--- config.mk ---
export PLATFORM = sky130hd
export DESIGN_NAME = http_chunked_body_decoder_flat
export DESIGN_NICKNAME = d
export VERILOG_FILES = /design/src/sv/chb_pkg.sv /design/src/sv/chb_ifs.sv /design/src/sv/chb_in_stage.sv /design/src/sv/chb_parser.sv /design/src/sv/chb_out_stage.sv /design/src/sv/http_chunked_body_decoder.sv /design/src/flat_wrapper.sv
export SDC_FILE = /design/constraint.sdc
export NUM_CORES = 1
export LEC_CHECK = 0
export ABC_AREA = 1
export ABC_CLOCK_PERIOD_IN_PS = 5030
export BUFFER_PORTS_ARGS = -buffer_cell sky130_fd_sc_hd__buf_2
export CAP_MARGIN = 15
export CORE_ASPECT_RATIO = 1.75
export CORE_UTILIZATION = 40
export CTS_CLUSTER_SIZE = 16
export DETAILED_ROUTE_END_ITERATION = 10
export PLACE_DENSITY = 0.56
export SLEW_MARGIN = 20
export SYNTH_ARGS = -nofsm -noshare
export SYNTH_HDL_FRONTEND = slang
export SYNTH_SLANG_ARGS = --single-unit
--- constraint.sdc ---
create_clock -name i_clk -period 5.03 [get_ports i_clk]
set_input_delay 1.006 -clock i_clk [delete_from_list [all_inputs] [get_ports i_clk]]
set_output_delay 1.006 -clock i_clk [all_outputs]
set_load 0.005 [all_outputs]
--- src/sv/chb_pkg.sv ---
`timescale 1ns / 1ps
// ============================================================================
// chb_pkg
// Types, constants and helpers shared by the chunked body decoder.
// ============================================================================
package chb_pkg;

    // Widest chunk size, in bits
    localparam int SIZE_BITS = 32;

    // Characters of the size line
    localparam logic [7:0] CHAR_CR   = 8'h0D;
    localparam logic [7:0] CHAR_LF   = 8'h0A;
    localparam logic [7:0] CHAR_ZERO = 8'h30;

    // Status codes shown on each result
    localparam logic [1:0] ST_BUSY = 2'd0;
    localparam logic [1:0] ST_DONE = 2'd1;
    localparam logic [1:0] ST_ERR  = 2'd2;

    // Line length saturates here
    localparam logic [1:0] LINE_LEN_MAX = 2'd2;

    typedef enum logic [2:0] {
        PH_SIZE,
        PH_DATA,
        PH_SKIP,
        PH_DONE,
        PH_ERR
    } t_phase;

    typedef logic [SIZE_BITS-1:0] t_size;

    // One request on the input side
    typedef struct packed {
        logic [7:0] in_byte;
        logic       new_body;
    } t_item;

    // One result
    typedef struct packed {
        logic [7:0] out_byte;
        logic       payload_valid;
        logic       chunk_last;
        logic [1:0] status;
    } t_result;

    // Hex digit decode: valid flag and nibble
    typedef struct packed {
        logic       ok;
        logic [3:0] nib;
    } t_hex;

    function automatic t_hex hex_decode(input logic [7:0] c);
        t_hex h;
        h.ok  = 1'b1;
        h.nib = 4'd0;
        if (c >= 8'h30 && c <= 8'h39) begin
            h.nib = 4'(c - 8'h30);
        end else if (c >= 8'h61 && c <= 8'h66) begin
            h.nib = 4'(c - 8'h57);
        end else if (c >= 8'h41 && c <= 8'h46) begin
            h.nib = 4'(c - 8'h37);
        end else begin
            h.ok = 1'b0;
        end
        return h;
    endfunction

endpackage

--- src/sv/chb_ifs.sv ---
`timescale 1ns / 1ps
// ============================================================================
// chb_in_if / chb_out_if
// Valid/ready channels for body bytes in and decoded results out.
// ============================================================================
interface chb_in_if;
    logic       valid;
    logic       ready;
    logic [7:0] in_byte;
    logic       new_body;

    modport source (output valid, in_byte, new_body, input ready);
    modport sink   (input valid, in_byte, new_body, output ready);
endinterface

interface chb_out_if;
    logic       valid;
    logic       ready;
    logic [7:0] out_byte;
    logic       payload_valid;
    logic       chunk_last;
    logic [1:0] status;

    modport source (output valid, out_byte, payload_valid, chunk_last, status,
                    input ready);
    modport sink   (input valid, out_byte, payload_valid, chunk_last, status,
                    output ready);
endinterface

--- src/sv/chb_in_stage.sv ---
`timescale 1ns / 1ps
// ============================================================================
// chb_in_stage
// Input register: holds one request until the parser consumes it.
// ============================================================================
module chb_in_stage (
    input  logic          i_clk,
    input  logic          i_rst_n,
    chb_in_if.sink        i_in,
    input  logic          i_advance,
    output logic          o_valid,
    output chb_pkg::t_item o_item
);
    import chb_pkg::*;

    logic  r_valid;
    t_item r_item;
    logic  accept;

    // Refill in the same cycle the held request moves on
    assign i_in.ready = !r_valid || i_advance;
    assign accept     = i_in.valid && i_in.ready;

    always_ff @(posedge i_clk) begin
        if (!i_rst_n) begin
            r_valid <= 1'b0;
        end else if (accept) begin
            r_valid <= 1'b1;
        end else if (i_advance) begin
            r_valid <= 1'b0;
        end
    end

    always_ff @(posedge i_clk) begin
        if (accept) begin
            r_item.in_byte  <= i_in.in_byte;
            r_item.new_body <= i_in.new_body;
        end
    end

    assign o_valid = r_valid;
    assign o_item  = r_item;

endmodule

--- src/sv/chb_parser.sv ---
`timescale 1ns / 1ps
// ============================================================================
// chb_parser
// Chunk framing state and the per-byte update that forms each result.
// ============================================================================
module chb_parser (
    input  logic             i_clk,
    input  logic             i_rst_n,
    input  logic             i_step,
    input  chb_pkg::t_item   i_item,
    output chb_pkg::t_result o_result
);
    import chb_pkg::*;

    t_phase     r_phase,     n_phase;
    t_size      r_accum,     n_accum;
    logic [1:0] r_line_len,  n_line_len;
    logic       r_only_zero, n_only_zero;
    logic       r_seen_cr,   n_seen_cr;
    logic       r_line_bad,  n_line_bad;
    t_size      r_remaining, n_remaining;
    logic       r_skip,      n_skip;

    // State register, updated once per consumed byte
    always_ff @(posedge i_clk) begin
        if (!i_rst_n) begin
            r_phase     <= PH_SIZE;
            r_accum     <= '0;
            r_line_len  <= '0;
            r_only_zero <= 1'b0;
            r_seen_cr   <= 1'b0;
            r_line_bad  <= 1'b0;
            r_remaining <= '0;
            r_skip      <= 1'b0;
        end else if (i_step) begin
            r_phase     <= n_phase;
            r_accum     <= n_accum;
            r_line_len  <= n_line_len;
            r_only_zero <= n_only_zero;
            r_seen_cr   <= n_seen_cr;
            r_line_bad  <= n_line_bad;
            r_remaining <= n_remaining;
            r_skip      <= n_skip;
        end
    end

    // Next state and result for the byte at the input register
    always_comb begin
        logic [7:0] c;
        t_hex       h;
        logic       pv;
        logic       last;

        c    = i_item.in_byte;
        h    = hex_decode(c);
        pv   = 1'b0;
        last = 1'b0;

        n_phase     = r_phase;
        n_accum     = r_accum;
        n_line_len  = r_line_len;
        n_only_zero = r_only_zero;
        n_seen_cr   = r_seen_cr;
        n_line_bad  = r_line_bad;
        n_remaining = r_remaining;
        n_skip      = r_skip;

        // New body: start from the reset state
        if (i_item.new_body) begin
            n_phase     = PH_SIZE;
            n_accum     = '0;
            n_line_len  = '0;
            n_only_zero = 1'b0;
            n_seen_cr   = 1'b0;
            n_line_bad  = 1'b0;
            n_remaining = '0;
            n_skip      = 1'b0;
        end

        unique case (n_phase)
            PH_SIZE: begin
                if (n_seen_cr && c == CHAR_LF) begin
                    // CR LF closes the size line
                    if (n_line_len == '0 || n_line_bad) begin
                        n_phase = PH_ERR;
                    end else if (n_only_zero) begin
                        n_phase = PH_DONE;
                    end else if (n_accum == '0) begin
                        n_phase = PH_ERR;
                    end else begin
                        n_remaining = n_accum;
                        n_phase     = PH_DATA;
                    end
                    n_accum     = '0;
                    n_line_len  = '0;
                    n_only_zero = 1'b0;
                    n_seen_cr   = 1'b0;
                    n_line_bad  = 1'b0;
                end else begin
                    // CR without LF taints the line
                    if (n_seen_cr) begin
                        n_line_bad = 1'b1;
                    end
                    if (c == CHAR_CR) begin
                        n_seen_cr = 1'b1;
                    end else begin
                        n_seen_cr   = 1'b0;
                        n_only_zero = (n_line_len == '0) && (c == CHAR_ZERO);
                        if (n_line_len != LINE_LEN_MAX) begin
                            n_line_len = n_line_len + 2'd1;
                        end
                        if (!h.ok) begin
                            n_line_bad = 1'b1;
                        end else if (n_accum[SIZE_BITS-1 -: 4] != 4'd0) begin
                            n_line_bad = 1'b1;
                        end else begin
                            n_accum = {n_accum[SIZE_BITS-5:0], h.nib};
                        end
                    end
                end
            end
            PH_DATA: begin
                pv = 1'b1;
                if (n_remaining != '0) begin
                    n_remaining = n_remaining - t_size'(1);
                end
                if (n_remaining == '0) begin
                    last    = 1'b1;
                    n_phase = PH_SKIP;
                    n_skip  = 1'b0;
                end
            end
            PH_SKIP: begin
                // Two trailing bytes after the data, not checked
                if (n_skip) begin
                    n_skip      = 1'b0;
                    n_phase     = PH_SIZE;
                    n_accum     = '0;
                    n_line_len  = '0;
                    n_only_zero = 1'b0;
                    n_seen_cr   = 1'b0;
                    n_line_bad  = 1'b0;
                end else begin
                    n_skip = 1'b1;
                end
            end
            PH_DONE, PH_ERR: begin
            end
            default: begin
            end
        endcase

        o_result.out_byte      = pv ? c : 8'd0;
        o_result.payload_valid = pv;
        o_result.chunk_last    = last;
        if (n_phase == PH_DONE) begin
            o_result.status = ST_DONE;
        end else if (n_phase == PH_ERR) begin
            o_result.status = ST_ERR;
        end else begin
            o_result.status = ST_BUSY;
        end
    end

endmodule

--- src/sv/chb_out_stage.sv ---
`timescale 1ns / 1ps
// ============================================================================
// chb_out_stage
// Result register driving the output channel.
// ============================================================================
module chb_out_stage (
    input  logic             i_clk,
    input  logic             i_rst_n,
    input  logic             i_load,
    input  chb_pkg::t_result i_result,
    output logic             o_free,
    chb_out_if.source        o_out
);
    import chb_pkg::*;

    logic    r_valid;
    t_result r_result;

    // Free when empty or when the held result leaves this cycle
    assign o_free = !r_valid || o_out.ready;

    always_ff @(posedge i_clk) begin
        if (!i_rst_n) begin
            r_valid <= 1'b0;
        end else if (i_load) begin
            r_valid <= 1'b1;
        end else if (o_out.ready) begin
            r_valid <= 1'b0;
        end
    end

    always_ff @(posedge i_clk) begin
        if (i_load) begin
            r_result <= i_result;
        end
    end

    assign o_out.valid         = r_valid;
    assign o_out.out_byte      = r_result.out_byte;
    assign o_out.payload_valid = r_result.payload_valid;
    assign o_out.chunk_last    = r_result.chunk_last;
    assign o_out.status        = r_result.status;

endmodule

--- src/sv/http_chunked_body_decoder.sv ---
`timescale 1ns / 1ps
// ============================================================================
// http_chunked_body_decoder
// Decodes an HTTP chunked body one byte per request, one result per byte.
// ============================================================================
//  Channel  Dir  Payload                                    Handshake
//  i_in     in   in_byte[7:0], new_body                     valid/ready
//  o_out    out  out_byte[7:0], payload_valid, chunk_last,  valid/ready
//                status[1:0]
//
//  One byte per cycle sustained while the output is not stalled; an accepted
//  byte is held in the input register and then, with the parser update, is
//  registered in the result register, from which its result is taken.
//  The parser state advances only when the held byte moves into the result
//  register, so a stalled output holds both stages and ready drops.
//  Synchronous active-low reset empties both stages and sets the size-line
//  phase; no clearing pass is needed.
// ============================================================================
module http_chunked_body_decoder (
    input  logic      i_clk,
    input  logic      i_rst_n,
    chb_in_if.sink    i_in,
    chb_out_if.source o_out
);
    import chb_pkg::*;

    logic    in_valid;
    t_item   in_item;
    t_result result;
    logic    out_free;
    logic    advance;

    // Byte moves from input register to result register
    assign advance = in_valid && out_free;

    chb_in_stage u_in (
        .i_clk     (i_clk),
        .i_rst_n   (i_rst_n),
        .i_in      (i_in),
        .i_advance (advance),
        .o_valid   (in_valid),
        .o_item    (in_item)
    );

    chb_parser u_parser (
        .i_clk    (i_clk),
        .i_rst_n  (i_rst_n),
        .i_step   (advance),
        .i_item   (in_item),
        .o_result (result)
    );

    chb_out_stage u_out (
        .i_clk    (i_clk),
        .i_rst_n  (i_rst_n),
        .i_load   (advance),
        .i_result (result),
        .o_free   (out_free),
        .o_out    (o_out)
    );

endmodule

--- src/flat_wrapper.sv ---
// flat-port wrapper written by rule: the top's interface ports become plain ports
module http_chunked_body_decoder_flat import chb_pkg::*;
  (i_clk, i_rst_n, i_in_valid, i_in_in_byte, i_in_new_body, i_in_ready, o_out_valid, o_out_out_byte, o_out_payload_valid, o_out_chunk_last, o_out_status, o_out_ready);
  chb_in_if i_in_i ();
  chb_out_if o_out_i ();
  input  logic i_clk;
  input  logic i_rst_n;
  input wire logic [$bits(i_in_i.valid)-1:0] i_in_valid;
  input wire logic [$bits(i_in_i.in_byte)-1:0] i_in_in_byte;
  input wire logic [$bits(i_in_i.new_body)-1:0] i_in_new_body;
  output wire logic [$bits(i_in_i.ready)-1:0] i_in_ready;
  output wire logic [$bits(o_out_i.valid)-1:0] o_out_valid;
  output wire logic [$bits(o_out_i.out_byte)-1:0] o_out_out_byte;
  output wire logic [$bits(o_out_i.payload_valid)-1:0] o_out_payload_valid;
  output wire logic [$bits(o_out_i.chunk_last)-1:0] o_out_chunk_last;
  output wire logic [$bits(o_out_i.status)-1:0] o_out_status;
  input wire logic [$bits(o_out_i.ready)-1:0] o_out_ready;
  assign i_in_i.valid = i_in_valid;
  assign i_in_i.in_byte = i_in_in_byte;
  assign i_in_i.new_body = i_in_new_body;
  assign i_in_ready = i_in_i.ready;
  assign o_out_valid = o_out_i.valid;
  assign o_out_out_byte = o_out_i.out_byte;
  assign o_out_payload_valid = o_out_i.payload_valid;
  assign o_out_chunk_last = o_out_i.chunk_last;
  assign o_out_status = o_out_i.status;
  assign o_out_i.ready = o_out_ready;
  http_chunked_body_decoder u_core (.i_clk(i_clk), .i_rst_n(i_rst_n), .i_in(i_in_i), .o_out(o_out_i));
endmodule
; ---- Yosys cells after proc, flatten, opt, wreduce, memory -nomap -nowiden
; Index checks and enable logic that the tools add are counted.
[totals]
reg_bits = 96
latch_bits = 0
ramBits = 0
mem_bits_ro = 0
inputBits = 13
word_cells = 119
memories = 0
[op_classes]
n_addsub = 5
n_mul = 0
div_mod_pow = 0
magnitude_cmp = 6
n_eq_ne = 8
n_shift = 0
mux = 64
bitwise = 0
reduce_logical = 20
[op_table]
columns = op, n
row1 = $mux 32, 13
row2 = $pmux 32 s2, 2
row3 = $logic_not 32->1, 2
row4 = $reduce_bool 32->1, 1
row5 = $sub 32x1->32 const B, 1
row6 = $mux 1, 27
row7 = $mux 3, 7
row8 = $eq 8x4->1 const B, 2
row9 = $ge 8x7->1 const B, 2
row10 = $le 8x7->1 const B, 2
row11 = $mux 2, 6
row12 = $mux 4, 3
row13 = $pmux 3 s3, 1
row14 = $eq 8x6->1 const B, 1
row15 = $ge 8x6->1 const B, 1
row16 = $le 8x6->1 const B, 1
row17 = $pmux 1 s2, 4
row18 = $sub 4x3->4 const B, 2
row19 = $logic_and 1x1->1, 7
row20 = $eq 3x2->1 const B, 2
row21 = $pmux 2 s2, 1
row22 = $reduce_bool 2->1, 2
row23 = $reduce_bool 4->1, 1
row24 = $sub 4x1->4 const B, 1
row25 = 8 further kinds, 11

; ---- Logic depth before layout (Yosys ltp)
; Gate-level depths: netlist of the first run.
[depth]
depth_word = 10
ltp_mapped = 22
depth_no_buf = 20

; ---- Modules after synthesis
; A second synthesis of the first run with hierarchy kept.
[unflattened]
hier_cells = 1084
area_unflattened_um2 = 6871.6
[by_module_without_submodules]
columns = mod, instances, cells_each, area_each_um2
row1 = chb_parser, 1, 1048, 6135.9
row2 = chb_out_stage, 1, 18, 406.6
row3 = chb_in_stage, 1, 16, 321.6
row4 = http_chunked_body_decoder, 1, 2, 7.5

; ---- Worst setup path after synthesis of the first run
; No wires, ideal clock.
[synth_path]
kind = flip-flop to flip-flop
startpoint = reg u_core.u_in.r_item, in the netlist u_core.u_in.o_item[0]
endpoint = reg u_core.u_out.r_result, in the netlist u_core.u_out.o_out.status[0], data pin
setup_time_ps = 252
t_arrival_ps = 2427
path_slack_ps = 2351
stages_incl_launch_ff = 23
period_less_slack_ps = 2679
cell_sequence = edfxtp_1 inv_2 buf_6 buf_6 nand2_1 ha_1 nand3_1 nor2_4 nand2_1 inv_1 nand2_1 nand2_1 nand2_1 nand2_1 nand2_1 nor2_1 nand2_1 nor2_2 nand2_1 nand2_1 nand3_1 nand2_1 nor2_1
[synth_via]
elab_chain_cells = 8
elab_cells_between_ends = 28
[synth_lines]
columns = element, line
row1 = "start, declared", chb_in_stage.sv:17  ; t_item r_item;
row2 = $mux 32, chb_parser.sv:69  ; if (i_item.new_body) begin
row3 = $sub 32x1->32 (tied with other cells), chb_parser.sv:125  ; n_remaining = n_remaining - t_size'(1);
row4 = $mux 32 or $mux 3 (tied branches), "chb_parser.sv:124, chb_parser.sv:88"
row5 = $mux 32 or $mux 3 (tied branches), "chb_parser.sv:80, chb_parser.sv:86"
row6 = $logic_not 32->1 or $mux 3 (tied branches), "chb_parser.sv:127, chb_parser.sv:84"
row7 = "$mux 3, on equally long branches", "chb_parser.sv:127, chb_parser.sv:82"
row8 = $pmux 3 s3 *, chb_parser.sv:80  ; unique case (n_phase)
row9 = $eq 3x2->1 *, chb_parser.sv:156  ; if (n_phase == PH_DONE) begin
row10 = "end signal, assigned", chb_out_stage.sv:34  ; r_result <= i_result;
row11 = "end, declared", chb_out_stage.sv:17  ; t_result r_result;
; Mark *: on every way between the ends. The rest lies on a longest branch, timed or not. The select of a mux whose other input is x is not followed.
; A chain may end at the register's enable or synchronous reset.

; ---- Worst setup path in the final report of the first run
; Ends and elaborated chain as after synthesis.

==> results.md, run 1 <==
| Step | Item | This run |
|---|---|---|
| outcome | Result of the run | finished clean |
| critical path | Worst stage delay on the critical path | 0.36 ns |
| final layout | Number of antenna diodes | 0 |
| critical path | Required time of the critical path | 5.15 ns |
| sta | Total count of hold-check failures in the final report | 0 |
| yosys | Avg Cell Area, Syn | 6.29 um^2 |
| final layout | Most common library cell in the layout ignoring fill and taps | sky130_fd_sc_hd__nand2_1 |
| sta | Least-Margin Pin Slew | 1.02 ns |
| floorplan | Die area | 18100 um^2 |
| sta | Highest Clock Rate | 281 MHz |
| final layout | Most frequent cells in the layout | sky130_fd_sc_hd__nand2_1 (239), sky130_fd_sc_hd__a21oi_1 (134), sky130_fd_sc_hd__inv_1 (117) |
| global routing | Congestion Overflow GR | 0 |
| yosys | Count of synthesis-stage warnings from yosys | 0 |
| clock network | Cells resized by post-CTS repair | 0 |
| global routing | Global-route wire length before repair | 40300 um |
| pwr | Total power divided by cell area | 303 nW/um^2 |
| clock network | Buffer depth of the longest clock path | 2 |
| floorplan | Floorplan core area | 17000 um^2 |
| yosys | Dominant combinational cell family by area after synthesis | simple AND/OR/NAND/NOR gates |
| yosys | Syn Std Cell Area | 7010 um^2 |
| placement | Global placer's final weighted congestion | 0.914 |
| floorplan | Horizontal extent of the die | 102 um |
| final layout | Combined area of the multi-input logic cells | 4110 um^2 |
| critical path | WS Path Type | reg2reg |
| drt | Starting DRC count in detailed routing | 520 |
| critical path | Library cell appearing most often on the critical path | sky130_fd_sc_hd__nand2_1 |
| yosys | Share of synthesized cell area in and, or, nand and nor gates | 0.289 |
| placement | Total instance count after detailed placement | 1319 |
| run | Max-Cap Viols | 0 |
| yosys | Fraction of synthesis flops using an asynchronous set or reset pin | 0 |
| clock network | Number of levels the H-tree was split into | 3 |
| final layout | Filler cells | 1926 |
| critical path | Startpoint of the most critical register-to-register path | u_core.u_in.o_item[0] |
| yosys | Prevailing post-synth register cell | sky130_fd_sc_hd__dfxtp_1 |
| critical path | Critical path launch point | u_core.u_in.o_item[0] |
| final layout | Area of all sequential standard cells | 2130 um^2 |
| placement | Number of buffer cells added on primary ports | 26 |
| clock network | Number of clock buffers inserted by TritonCTS | 9 |
| global routing | Number of antenna violations at the first check in global routing | 0 |
| clock network | Root Buffer Master | sky130_fd_sc_hd__clkbuf_16 |
| drt | Detailed Routing Iterations Pass 1 | 7 |
| clock network | Hold-fix buffer count after cts | 0 |
| clock network | Clock tree from TritonCTS | built |
| yosys | Post-synth cell types | 43 |
| critical path | CP cell instances | inv_2, buf_4, nand2_1, nand2_1, nor2_2, nand2_1, nor2_4, nand2_4, o21ai_1, nand2_1, nor2_1, nand2_1, nor2_2, nand2_1, nand2_1, nand3_1, nand2_1, nor2_1 |
| pwr | Worst IR drop on VDD | 206 uV |
| yosys | Flip-flop and latch count after synthesis | 96 |
| yosys | Xor and xnor fraction of the mapped netlist area | 0.0138 |
| global routing | Tot GR Track Use | 0.299 |
| critical path | Worst setup EP type | register |
| yosys | Number of enable flip-flop cells after synthesis | 21 |
| drt | Count of nets left with antenna violations after detail routing | 0 |
| critical path | Worst EP arrival | 3.68 ns |
| yosys | Post-synthesis compound-gate area fraction | 0.269 |
| pwr | Pleak | 3.62 nW |
| clock network | Clock latency on the worst-skew pair | 0.37 ns |
| drt | Final Routed Wirelength | 25500 um |
| critical path | Worst Path Max Fanout | 46 |
| yosys | Fraction of the yosys area taken by sequential cells | 0.304 |
| sta | Setup repair after global routing missed its margin | false |
| yosys | Synthesized netlist net count | 1134 |
| final layout | Final Util | 0.448 |
| min path | Class of the most critical hold timing path | reg2reg |
| sta | Setup violations, final | 0 |
| critical path | Worst-path cell with the longest stage delay | sky130_fd_sc_hd__edfxtp_1 |
| floorplan | Height of the die | 177 um |
| floorplan | Number of standard-cell rows in the floorplan | 63 |
| floorplan | Number of top-level design ports | 27 |
| final layout | Net count of the finished layout | 1124 |
| clock network | Setup Buffers After CTS | 0 |
| critical path | Reg2reg setup slack | 1.47 ns |
| yosys | Adder-cell share of the synthesized area | 0.0143 |
| yosys | Multiplexer share of the synthesized area | 0 |
| global routing | Maximum number of pins on one net before global-route repair | 47 |
| final layout | Share of layout cells above drive strength 1 | 0.0921 |
| sta | Relative slew slack | 0.319 |
| final layout | Area added between synthesis and finish | 8.84% |
| sta | Pins over their slew limit | 0 |
| global routing | Via count of the first global-routing pass | 7374 |
| clock network | Sink Count | 96 |
| floorplan | Starting density of the core | 0.411 |
| drt | DRC violations left | 0 |
| drt | Routed via count | 7603 |
| drt | Post-DR vias/cell | 5.70 |
| clock network | CTS clk-pin slew, worst paths | 0.07 ns |
| final layout | Non-Filler Instances | 1335 |
| critical path | Worst setup SP type | register |
| sta | Post-route fraction of the period consumed by the critical path | 0.707 |
| placement | Placed wire-length estimate after detailed placement | 19100 um |
| sta | Crit path time final | 3.56 ns |
| drt | Wire per inst | 19.1 um |
| sta | Worst-case clock skew | 0.0108 ns |
| yosys | Post-synthesis cell count | 1113 |
| min path | Launch point of the worst hold path | u_core.u_parser.r_accum[1] |
| sta | Summed negative setup slack over all endpoints | 0 ns |
## per-stage QoR
stage / instance area, um^2 / total power [mW] / worst slack, ns / hold WS (ns)
global placement: 7260 / 1.47 / 1.54 / 0.452
floorplan: 7010 / 1.29 / 2.35 / 0.445
finish: 7620 / 2.31 / 1.47 / 0.470
global route: 7620 / 2.43 / 1.20 / 0.487
detailed placement: 7260 / 1.47 / 1.53 / 0.459
CTS: 7620 / 2.32 / 1.53 / 0.469
## layout make-up
type	count	area share
Clock buffer	11	0.0333
Clock inverter	5	0.0144
Inverter	127	0.0625
Multi-Input combinational cell	828	0.539
Sequential cell	96	0.280
Tap cell	227	0.0372
Timing Repair Buffer	41	0.0335
## metal layers
metal	GRT usage	up-vias	share of wire
li1	-	3738	-
met1	0.333	3506	0.37
met2	0.509	270	0.50
met3	0.0415	89	0.050
met4	0.220	0	0.076
met5	0	-	0
## where the power goes
group | switching (mW) | total [mW] | internal [mW] | leakage [nW]
registers | 0.0317 | 0.862 | 0.831 | 0.824
logic | 0.424 | 0.598 | 0.174 | 2.62
clock network | 0.332 | 0.854 | 0.521 | 0.177
## cell usage after synthesis, types with 4 or more instances
library cell,instances,share of area
sky130_fd_sc_hd__a21oi_1,134,0.096
sky130_fd_sc_hd__a221oi_1,19,0.024
sky130_fd_sc_hd__a31oi_1,21,0.019
sky130_fd_sc_hd__buf_2,10,0.0071
sky130_fd_sc_hd__buf_6,5,0.0080
sky130_fd_sc_hd__clkbuf_1,44,0.024
sky130_fd_sc_hd__dfxtp_1,75,0.21
sky130_fd_sc_hd__edfxtp_1,21,0.090
sky130_fd_sc_hd__ha_1,8,0.014
sky130_fd_sc_hd__inv_1,119,0.064
sky130_fd_sc_hd__inv_2,6,0.0032
sky130_fd_sc_hd__nand2_1,240,0.13
sky130_fd_sc_hd__nand2_2,7,0.0063
sky130_fd_sc_hd__nand2_4,4,0.0064
sky130_fd_sc_hd__nand3_1,73,0.052
sky130_fd_sc_hd__nand4_1,10,0.0089
sky130_fd_sc_hd__nor2_1,111,0.059
sky130_fd_sc_hd__nor2_2,10,0.0089
sky130_fd_sc_hd__nor4_1,4,0.0036
sky130_fd_sc_hd__o211ai_1,10,0.011
sky130_fd_sc_hd__o21ai_0,111,0.079
sky130_fd_sc_hd__o21ai_1,18,0.013
sky130_fd_sc_hd__o21ai_2,4,0.0050
sky130_fd_sc_hd__o22ai_1,6,0.0054
sky130_fd_sc_hd__xnor2_1,4,0.0050
sky130_fd_sc_hd__xor2_1,7,0.0088
## flip-flops by register name, summed over array words and instances, names as in the netlist
| register | flops |
|---|---|
| u_core.u_out.o_out.payload_valid | 1 |
| u_core.u_in.o_valid | 1 |
| u_core.u_out.o_out.chunk_last | 1 |
| u_core.u_parser.r_remaining | 32 |
| u_core.u_parser.r_skip | 1 |
| u_core.u_parser.r_accum | 32 |
| u_core.u_parser.r_line_len | 2 |
| u_core.u_out.o_out.out_byte | 8 |
| u_core.u_in.o_item | 9 |
| u_core.u_parser.r_only_zero | 1 |
| u_core.u_out.o_out.valid | 1 |
| u_core.u_parser.r_seen_cr | 1 |
| u_core.u_out.o_out.status | 2 |
| u_core.u_parser.r_line_bad | 1 |
| u_core.u_parser.r_phase | 3 |
## worst paths after layout
check,end,cells after the start
worst min-delay path,u_core.u_parser.r_accum[1],2
worst min register to register,u_core.u_parser.r_accum[1],2
worst max-delay path,u_core.u_out.o_out.status[0],18
worst max register to register,u_core.u_out.o_out.status[0],18
## cells by family (layout without fill, tap and decap cells)
family / count (synthesis) / in the layout
and+or+nand+nor: 471 / 471
AOI/OAI and AO/OA: 338 / 338
buffers and inverters: 189 / 184
DFF: 96 / 96
xor gates and xnor gates: 11 / 11
adders and majority gates: 8 / 8
## worst max-delay path: cells and delay by family (launching register included)
kind / cells / cell delay [ns]
and+or+nand+nor: 15 / 2.18
buffers and inverters: 2 / 0.54
DFF: 1 / 0.36
AOI/OAI and AO/OA: 1 / 0.21
No activity file was read; power rests on OpenSTA's default activity.
==> inputs of run 2 (changes only) <==
- ABC_AREA: 1 -> 0
- ABC_CLOCK_PERIOD_IN_PS: 5030 -> 3200
- PLACE_DENSITY: 0.56 -> 0.58
- clock period: 5.03 -> 3.2 ns (I/O delays scaled with it)
==> results.md, run 2 <==
| Step | Item | This run | Change |
|---|---|---|---|
| pwr | Worst IR drop on VDD | 331 uV | +61% |
| global routing | Tot GR Track Use | 0.303 | +0.00398 |
| clock network | Number of clock buffers inserted by TritonCTS | 9 | unchanged |
| clock network | Clock latency on the worst-skew pair | 0.35 ns | -0.02 ns |
| sta | Post-route fraction of the period consumed by the critical path | 0.962 | +0.255 |
| drt | Starting DRC count in detailed routing | 624 | +20% |
| sta | Crit path time final | 3.08 ns | -0.478 ns |
| clock network | Hold-fix buffer count after cts | 0 | unchanged |
| global routing | Congestion Overflow GR | 0 | unchanged |
| critical path | Reg2reg setup slack | 0.12 ns | -1.35 ns |
| run | Max-Cap Viols | 0 | unchanged |
| critical path | Critical path buffer and inverter count | 2 | unchanged |
| yosys | Avg Cell Area, Syn | 8.36 um^2 | +33% |
| final layout | Area added between synthesis and finish | 22.1% |  |
| placement | Global placer's final weighted congestion | 1.08 | +18% |
| floorplan | Floorplan core area | 15100 um^2 | -12% |
| placement | Placed wire-length estimate after detailed placement | 17900 um | -6.3% |
| drt | Routed metal-1 wirelength | 8400 um | -11% |
| drt | Wire per inst | 23.3 um | +22% |
| critical path | Worst Path Max Fanout | 7 | -85% |
| final layout | Filler cells | 1460 | -24% |
| pwr | Part of the power in the clock network | 0.351 | -0.018 |
| yosys | Share of the synthesized area in the top cell type | 0.242 | +0.0273 |
| final layout | Share of layout cells above drive strength 1 | 0.229 | +0.137 |
| yosys | Number of enable flip-flop cells after synthesis | 21 | unchanged |
| clock network | Clock tree from TritonCTS | built |  |
| critical path | Required time of the critical path | 3.43 ns | -1.72 ns |
| global routing | Global-route wire length before repair | 35900 um | -11% |
| sta | Worst-case clock skew | 0.0122 ns | +0.00148 ns |
| critical path | Critical R2R Capture | u_core.u_parser.r_phase[1] |  |
| placement | Number of buffer cells added on primary ports | 26 | unchanged |
| sta | Total count of hold-check failures in the final report | 0 | unchanged |
| floorplan | Number of top-level design ports | 27 | unchanged |
| critical path | Library cell appearing most often on the critical path | sky130_fd_sc_hd__buf_4 |  |
| yosys | Ranking of synthesized cells by area | sky130_fd_sc_hd__dfxtp_1 (24%), sky130_fd_sc_hd__edfxtp_1 (10%), sky130_fd_sc_hd__a22oi_1 (7.2%) |  |
| final layout | Most common library cell in the layout ignoring fill and taps | sky130_fd_sc_hd__buf_4 |  |
| critical path | Crit path depth | 11 | -7 |
| critical path | Cell count of the worst reg-to-reg path | 11 | -7 |
| clock network | Buffer depth of the longest clock path | 2 | unchanged |
| yosys | Fraction of synthesis flops using an asynchronous set or reset pin | 0 | unchanged |
| final layout | Number of antenna diodes | 0 | unchanged |
| floorplan | Die area | 16100 um^2 | -11% |
| critical path | Worst EP arrival | 3.31 ns | -0.37 ns |
| critical path | Family with the most delay on the worst path | simple AND/OR/NAND/NOR gates |  |
| yosys | Flip-flop and latch count after synthesis | 96 | unchanged |
| drt | Detailed Routing Iterations Pass 1 | 5 | -2 |
| drt | Met2 WL | 12200 um | -4.9% |
| yosys | Fraction of the yosys area taken by sequential cells | 0.343 | +0.0387 |
| drt | Final Routed Wirelength | 23700 um | -7.1% |
| clock network | Sink Count | 96 | unchanged |
| clock network | Number of levels the H-tree was split into | 3 | unchanged |
| critical path | Worst setup SP type | register |  |
| floorplan | Horizontal extent of the die | 96.2 um | -5.7% |
| yosys | Cell type with the highest aggregate area in the netlist | sky130_fd_sc_hd__dfxtp_1 |  |
| yosys | Syn Std Cell Area | 6210 um^2 | -11% |
| drt | Post-DR vias/cell | 6.35 | +12% |
| floorplan | Number of standard-cell rows in the floorplan | 59 | -6.3% |
| critical path | Worst setup path endpoint | u_core.u_parser.r_phase[1] |  |
| global routing | Via count of the first global-routing pass | 6262 | -15% |
| floorplan | Starting density of the core | 0.413 | +0.00123 |
| pwr | Switching component of the power | 1.05 mW | +34% |
| floorplan | Height of the die | 167 um | -5.7% |
| final layout | Net count of the finished layout | 849 | -24% |
| pwr | Switching share of power | 0.322 | -0.0183 |
| pwr | Flop pwr share | 0.394 | +0.021 |
| drt | Routed length on met3 | 1000 um | -22% |
| critical path | CP cell instances | or4_4, nor3_4, a21oi_2, buf_4, o211ai_1, or4b_1, nor2b_1, nor3b_1, buf_4, nand4b_4, a31oi_1 |  |
| pwr | Pleak | 2.84 nW | -21% |
| sta | Setup repair after global routing missed its margin | true |  |
| critical path | WS Path Type | reg2reg |  |
| sta | Least-Margin Pin Slew | 0.736 ns | -0.281 ns |
| sta | Pins over their slew limit | 0 | unchanged |
| sta | Setup violations, final | 0 | unchanged |
| sta | Relative slew slack | 0.509 | +0.190 |
| yosys | Post-synthesis cell count | 743 | -33% |
| final layout | Final Util | 0.504 | +0.0562 |
| final layout | Most frequent cells in the layout | sky130_fd_sc_hd__buf_4 (99), sky130_fd_sc_hd__dfxtp_1 (75), sky130_fd_sc_hd__nor2_1 (67) |  |
| yosys | Count of synthesis-stage warnings from yosys | 0 | unchanged |
| yosys | Synthesized netlist net count | 764 | -33% |
| sta | Worst Hold Slack | 0.465 ns | -0.00428 ns |
| drt | Uppermost metal layer occupied by signal nets | met4 |  |
| yosys | Post-synth cell types | 89 | +110% |
| pwr | Combinational share of power | 0.255 | -0.003 |
| global routing | Number of antenna violations at the first check in global routing | 0 | unchanged |
| pwr | Final Total Pwr | 3.27 mW | +41% |
| drt | DRC violations left | 0 | unchanged |
| critical path | Startpoint of the most critical register-to-register path | u_core.u_parser.r_remaining[13] |  |
| critical path | Worst setup EP type | register |  |
| critical path | Worst stage delay on the critical path | 0.57 ns | +0.21 ns |
| yosys | Most used standard cell by instance count after synthesis | sky130_fd_sc_hd__dfxtp_1 |  |
| yosys | Most frequent cells after synthesis | sky130_fd_sc_hd__dfxtp_1 (75), sky130_fd_sc_hd__nor2_1 (67), sky130_fd_sc_hd__nor2b_1 (62) |  |
| critical path | Critical path launch point | u_core.u_parser.r_remaining[13] |  |
| drt | Routed via count | 6454 | -15% |
| outcome | Result of the run | finished clean |  |
| clock network | CTS clk-pin slew, worst paths | 0.07 ns | about the same |
| sta | Highest Clock Rate | 325 MHz | +16% |
| drt | Count of nets left with antenna violations after detail routing | 0 | unchanged |
| yosys | Prevailing post-synth register cell | sky130_fd_sc_hd__dfxtp_1 |  |
| pwr | Internal Dissipation | 2.22 mW | +45% |
| min path | Class of the most critical hold timing path | in2reg |  |
| global routing | Maximum number of pins on one net before global-route repair | 50 | +6.4% |
| pwr | Total power divided by cell area | 431 nW/um^2 | +42% |
| critical path | Worst-path cell with the longest stage delay | sky130_fd_sc_hd__or4_4 |  |
| clock network | Root Buffer Master | sky130_fd_sc_hd__clkbuf_16 |  |
==> run 2: cell type report <==
class | instances | area [um^2] | area share
Clock buffer | 10 | 250 | 0.0330
Clock inverter | 6 | 67.6 | 0.00890
Inverter | 18 | 67.6 | 0.00890
Multi-Input combinational cell | 574 | 3890 | 0.513
Sequential cell | 96 | 2130 | 0.281
Tap cell | 183 | 229 | 0.0302
Timing Repair Buffer | 129 | 948 | 0.125
==> run 2: per-stage QoR <==
stage / std cells / area, um^2 / worst slack [ns] / setup TNS, ns
after floorplan: 743 / 6230 / 0.00337 / 0
after global placement: 998 / 7160 / 0.0686 / 0
after detailed placement: 998 / 7160 / 0.0569 / 0
after CTS: 1014 / 7480 / 0.0276 / 0
after global routing: 1016 / 7590 / -0.00876 / -0.00931
final: 1016 / 7590 / 0.121 / 0
==> run 2: kinds of logic after synthesis <==
logic type      count (synthesis)  share of synthesized area
flops                          96                      0.343
buf+inv                        73                     0.0485
fa+ha+maj                       8                     0.0161
compound gates                232                      0.274
xor+xnor                       15                     0.0211
simple gates                  312                      0.285
mux                             7                     0.0113
==> run 2: what timing repair did <==
| action | CTS | global route |
|---|---|---|
| resized for setup | 0 | 23 |
| buffers inserted | 0 | 2 |
| hold endpoints to repair | 0 | 0 |
| endpoints found under the setup margin | 0 | 8 |
==> run 2: power by group through the flow <==
stage	clock [mW]	sequential [mW]	combinational [mW]
after floorplan	0	1.31	0.461
after global routing	1.21	1.29	0.880
final	1.15	1.29	0.833
after CTS	1.16	1.29	0.787
after detailed placement	0	1.32	0.782
after global placement	0	1.31	0.782
==> run 2: routing by layer <==
layer / vias up / track usage
met5: - / 0
met4: 0 / 0.234
met3: 96 / 0.0393
met2: 279 / 0.519
met1: 3126 / 0.325
li1: 2953 / -
==> run 2: how the worst min path moves through the flow <==
stage / from / endpoint / depth (start not counted)
2_1_floorplan: u_core.u_parser.r_accum[28] / u_core.u_parser.r_accum[28] / 2
3_3_place_gp: u_core.u_in.o_valid / u_core.u_out.o_out.valid / 1
3_5_place_dp: u_core.u_parser.r_accum[28] / u_core.u_parser.r_accum[28] / 2
4_1_cts: i_in_in_byte[5] / u_core.u_in.o_item[6] / 1
5_1_grt: i_in_in_byte[1] / u_core.u_in.o_item[2] / 1
6_report: i_in_in_byte[1] / u_core.u_in.o_item[2] / 1
==> run 2: worst reg2reg max path: stages (launching register included) <==
cell,delay (ns)
sky130_fd_sc_hd__dfxtp_1,0.36
sky130_fd_sc_hd__or4_4,0.57
sky130_fd_sc_hd__nor3_4,0.38
sky130_fd_sc_hd__a21oi_2,0.18
sky130_fd_sc_hd__buf_4,0.17
sky130_fd_sc_hd__o211ai_1,0.16
sky130_fd_sc_hd__or4b_1,0.48
sky130_fd_sc_hd__nor2b_1,0.17
sky130_fd_sc_hd__nor3b_1,0.18
sky130_fd_sc_hd__buf_4,0.16
sky130_fd_sc_hd__nand4b_4,0.09
sky130_fd_sc_hd__a31oi_1,0.08
==> inputs of run 3 (changes only) <==
- CORE_ASPECT_RATIO: 1.75 -> 1.5
- REMOVE_ABC_BUFFERS: unset -> 1
==> results.md, run 3 (synthesized netlist as in run 2, its figures left out) <==
| Step | Item | This run | Change |
|---|---|---|---|
| sta | Setup violations, final | 0 | unchanged |
| pwr | Pleak | 2.78 nW | -2.0% |
| floorplan | Die area | 16000 um^2 | about the same |
| drt | Detailed Routing Iterations Pass 1 | 6 | +1 |
| drt | Post-DR vias/cell | 6.23 | -1.9% |
| global routing | Maximum number of pins on one net before global-route repair | 50 | unchanged |
| global routing | Tot GR Track Use | 0.299 | -0.00428 |
| drt | Routed via count | 6409 | -0.70% |
| drt | Count of nets left with antenna violations after detail routing | 0 | unchanged |
| floorplan | Number of standard-cell rows in the floorplan | 55 | -6.8% |
| critical path | Worst EP arrival | 3.32 ns | about the same |
| final layout | Post-route design area | 7470 um^2 | -1.6% |
| global routing | Congestion Overflow GR | 0 | unchanged |
| final layout | Most common library cell in the layout ignoring fill and taps | sky130_fd_sc_hd__buf_4 |  |
| clock network | Number of levels the H-tree was split into | 3 | unchanged |
| final layout | Area added between synthesis and finish | 20.2% |  |
| placement | Placed wire-length estimate after detailed placement | 17800 um | -0.25% |
| drt | Routed length on met3 | 1160 um | +15% |
| critical path | WS Path Type | reg2reg |  |
| drt | Starting DRC count in detailed routing | 493 | -21% |
| placement | Placed inst area | 7140 um^2 | -0.33% |
| placement | Number of buffer cells added on primary ports | 26 | unchanged |
| critical path | Worst Path Max Fanout | 6 | -1 |
| final layout | Filler cells | 1495 | +2.4% |
| floorplan | Number of top-level design ports | 27 | unchanged |
| final layout | Net count of the finished layout | 845 | -0.47% |
| sta | Summed negative setup slack over all endpoints | 0 ns | unchanged |
| critical path | Worst-path cell with the longest stage delay | sky130_fd_sc_hd__or4_1 |  |
| floorplan | Floorplan core area | 15100 um^2 | +0.53% |
| placement | Global placer's final weighted congestion | 0.994 | -8.0% |
| critical path | Worst setup EP type | register |  |
| floorplan | Height of the die | 155 um | -7.3% |
| sta | Setup repair after global routing missed its margin | false |  |
| clock network | Clock tree from TritonCTS | built |  |
| floorplan | Horizontal extent of the die | 104 um | +7.8% |
| critical path | Worst stage delay on the critical path | 0.63 ns | +0.06 ns |
| placement | Total instance count after detailed placement | 1012 | +1.4% |
| clock network | Number of clock buffers inserted by TritonCTS | 9 | unchanged |
| outcome | Result of the run | finished clean |  |
| global routing | Via count of the first global-routing pass | 6382 | +1.9% |
| sta | Least-Margin Pin Slew | 0.843 ns | +0.107 ns |
| critical path | Worst setup path endpoint | u_core.u_parser.r_phase[0] |  |
| final layout | Non-Filler Instances | 1028 | +1.2% |
| pwr | Total power divided by cell area | 422 nW/um^2 | -1.9% |
| critical path | Critical path launch point | u_core.u_parser.r_remaining[11] |  |
| sta | Total count of hold-check failures in the final report | 0 | unchanged |
| sta | Crit path time final | 3.09 ns | +0.0135 ns |
| final layout | Share of layout cells above drive strength 1 | 0.215 | -0.0146 |
| sta | Pins over their slew limit | 0 | unchanged |
| pwr | Final Total Pwr | 3.16 mW | -3.5% |
| critical path | Cell count of the worst reg-to-reg path | 9 | -2 |
| critical path | Required time of the critical path | 3.43 ns | about the same |
| drt | DRC violations left | 0 | unchanged |
| sta | Worst-case clock skew | 0.0101 ns | -0.00210 ns |
| global routing | Number of antenna violations at the first check in global routing | 0 | unchanged |
| drt | Wire per inst | 23.3 um | -0.21% |
| drt | Routed metal-1 wirelength | 8800 um | +4.8% |
| final layout | Number of antenna diodes | 0 | unchanged |
| min path | Class of the most critical hold timing path | in2reg |  |
| critical path | Reg2reg setup slack | 0.11 ns | about the same |
| global routing | Global-route wire length before repair | 36600 um | +2.1% |
| drt | Met2 WL | 12400 um | +1.4% |
| clock network | Buffer depth of the longest clock path | 2 | unchanged |
| sta | Relative slew slack | 0.432 | -0.0771 |
| sta | Highest Clock Rate | 323 MHz | -0.44% |
| critical path | CP cell instances | or4_1, nor3_2, nand3_1, xnor2_1, a311o_1, a2111oi_4, nand3_1, o211ai_1, a21boi_1 |  |
| pwr | Worst IR drop on VDD | 338 uV | +2.1% |
| clock network | Root Buffer Master | sky130_fd_sc_hd__clkbuf_16 |  |
| critical path | Startpoint of the most critical register-to-register path | u_core.u_parser.r_remaining[11] |  |
| final layout | Most frequent cells in the layout | sky130_fd_sc_hd__buf_4 (97), sky130_fd_sc_hd__dfxtp_1 (75), sky130_fd_sc_hd__nor2_1 (67) |  |
| critical path | Library cell appearing most often on the critical path | sky130_fd_sc_hd__nand3_1 |  |
| critical path | Critical R2R Capture | u_core.u_parser.r_phase[0] |  |
| floorplan | Starting density of the core | 0.410 | -0.00218 |
| min path | Launch point of the worst hold path | i_in_in_byte[1] |  |
| clock network | Clock latency on the worst-skew pair | 0.34 ns | about the same |
| critical path | Worst setup SP type | register |  |
| run | Max-Cap Viols | 0 | unchanged |
| drt | Final Routed Wirelength | 23900 um | +0.97% |
| clock network | CTS clk-pin slew, worst paths | 0.08 ns | about the same |
| sta | Post-route fraction of the period consumed by the critical path | 0.966 | +0.00421 |
| sta | Worst Hold Slack | 0.464 ns | -0.000960 ns |
| clock network | Sink Count | 96 | unchanged |
| drt | Uppermost metal layer occupied by signal nets | met4 |  |
==> run 3: changes by cell type in the layout (fill, tap and decap cells not counted), sizes merged <==
cell      delta
buf          -4
clkbuf       -1
clkinv       -1
clkinvlp     +1
inv          +1
==> run 3: power by group <==
group          switching (mW)  internal [mW]  total (mW)
clock                   0.520          0.545        1.07
combinational           0.477          0.328       0.805
sequential             0.0224           1.26        1.29
total                    1.02           2.14        3.16
==> run 3: layout make-up <==
class	instances	area, um^2	share of cell area
clock buffers	9	225	0.0301
well taps	199	249	0.0333
clock inverters	7	63.8	0.00854
multi-input cells	574	3830	0.513
flip-flops and latches	96	2130	0.285
repair buffers	125	898	0.120
inverters	18	67.6	0.00904
==> run 3: repair_timing <==
item / in CTS / in global routing
setup buffers: 0 / 0
setup endpoints to repair: 4 / 6
hold buffers: 0 / 0
gates resized for setup: 1 / 7
pin swaps: 0 / 2
==> run 3: through the flow <==
stage	setup WS, ns	util
2_1_floorplan	-1.40	-
3_3_place_gp	-0.0899	0.471
3_5_place_dp	-0.0549	0.471
4_1_cts	0.116	0.491
5_1_grt	0.0135	0.493
6_report	0.107	0.493
==> run 3: worst max-delay path: cells and delay by family, from the launching register on <==
family / cells / cell delay [ns]
xor+xnor: 1 / 0.16
compound gates: 4 / 1.15
flops: 1 / 0.36
simple gates: 4 / 1.31
==> run 3: per-layer routing <==
metal	vias to the layer above	GRT usage
li1	2960	-
met1	3068	0.320
met2	288	0.540
met3	93	0.0405
met4	0	0.213
met5	-	0
==> run 3: how the worst min path moves through the flow <==
stage | slack [ns] | to | cells past startpoint
after detailed placement | 0.52 | u_core.u_parser.r_only_zero | 2
final | 0.46 | u_core.u_in.o_item[2] | 1
after global placement | 0.50 | u_core.u_out.o_out.valid | 1
after global routing | 0.45 | u_core.u_in.o_item[1] | 1
after CTS | 0.46 | u_core.u_in.o_item[2] | 1
after floorplan | 0.46 | u_core.u_parser.r_accum[28] | 2
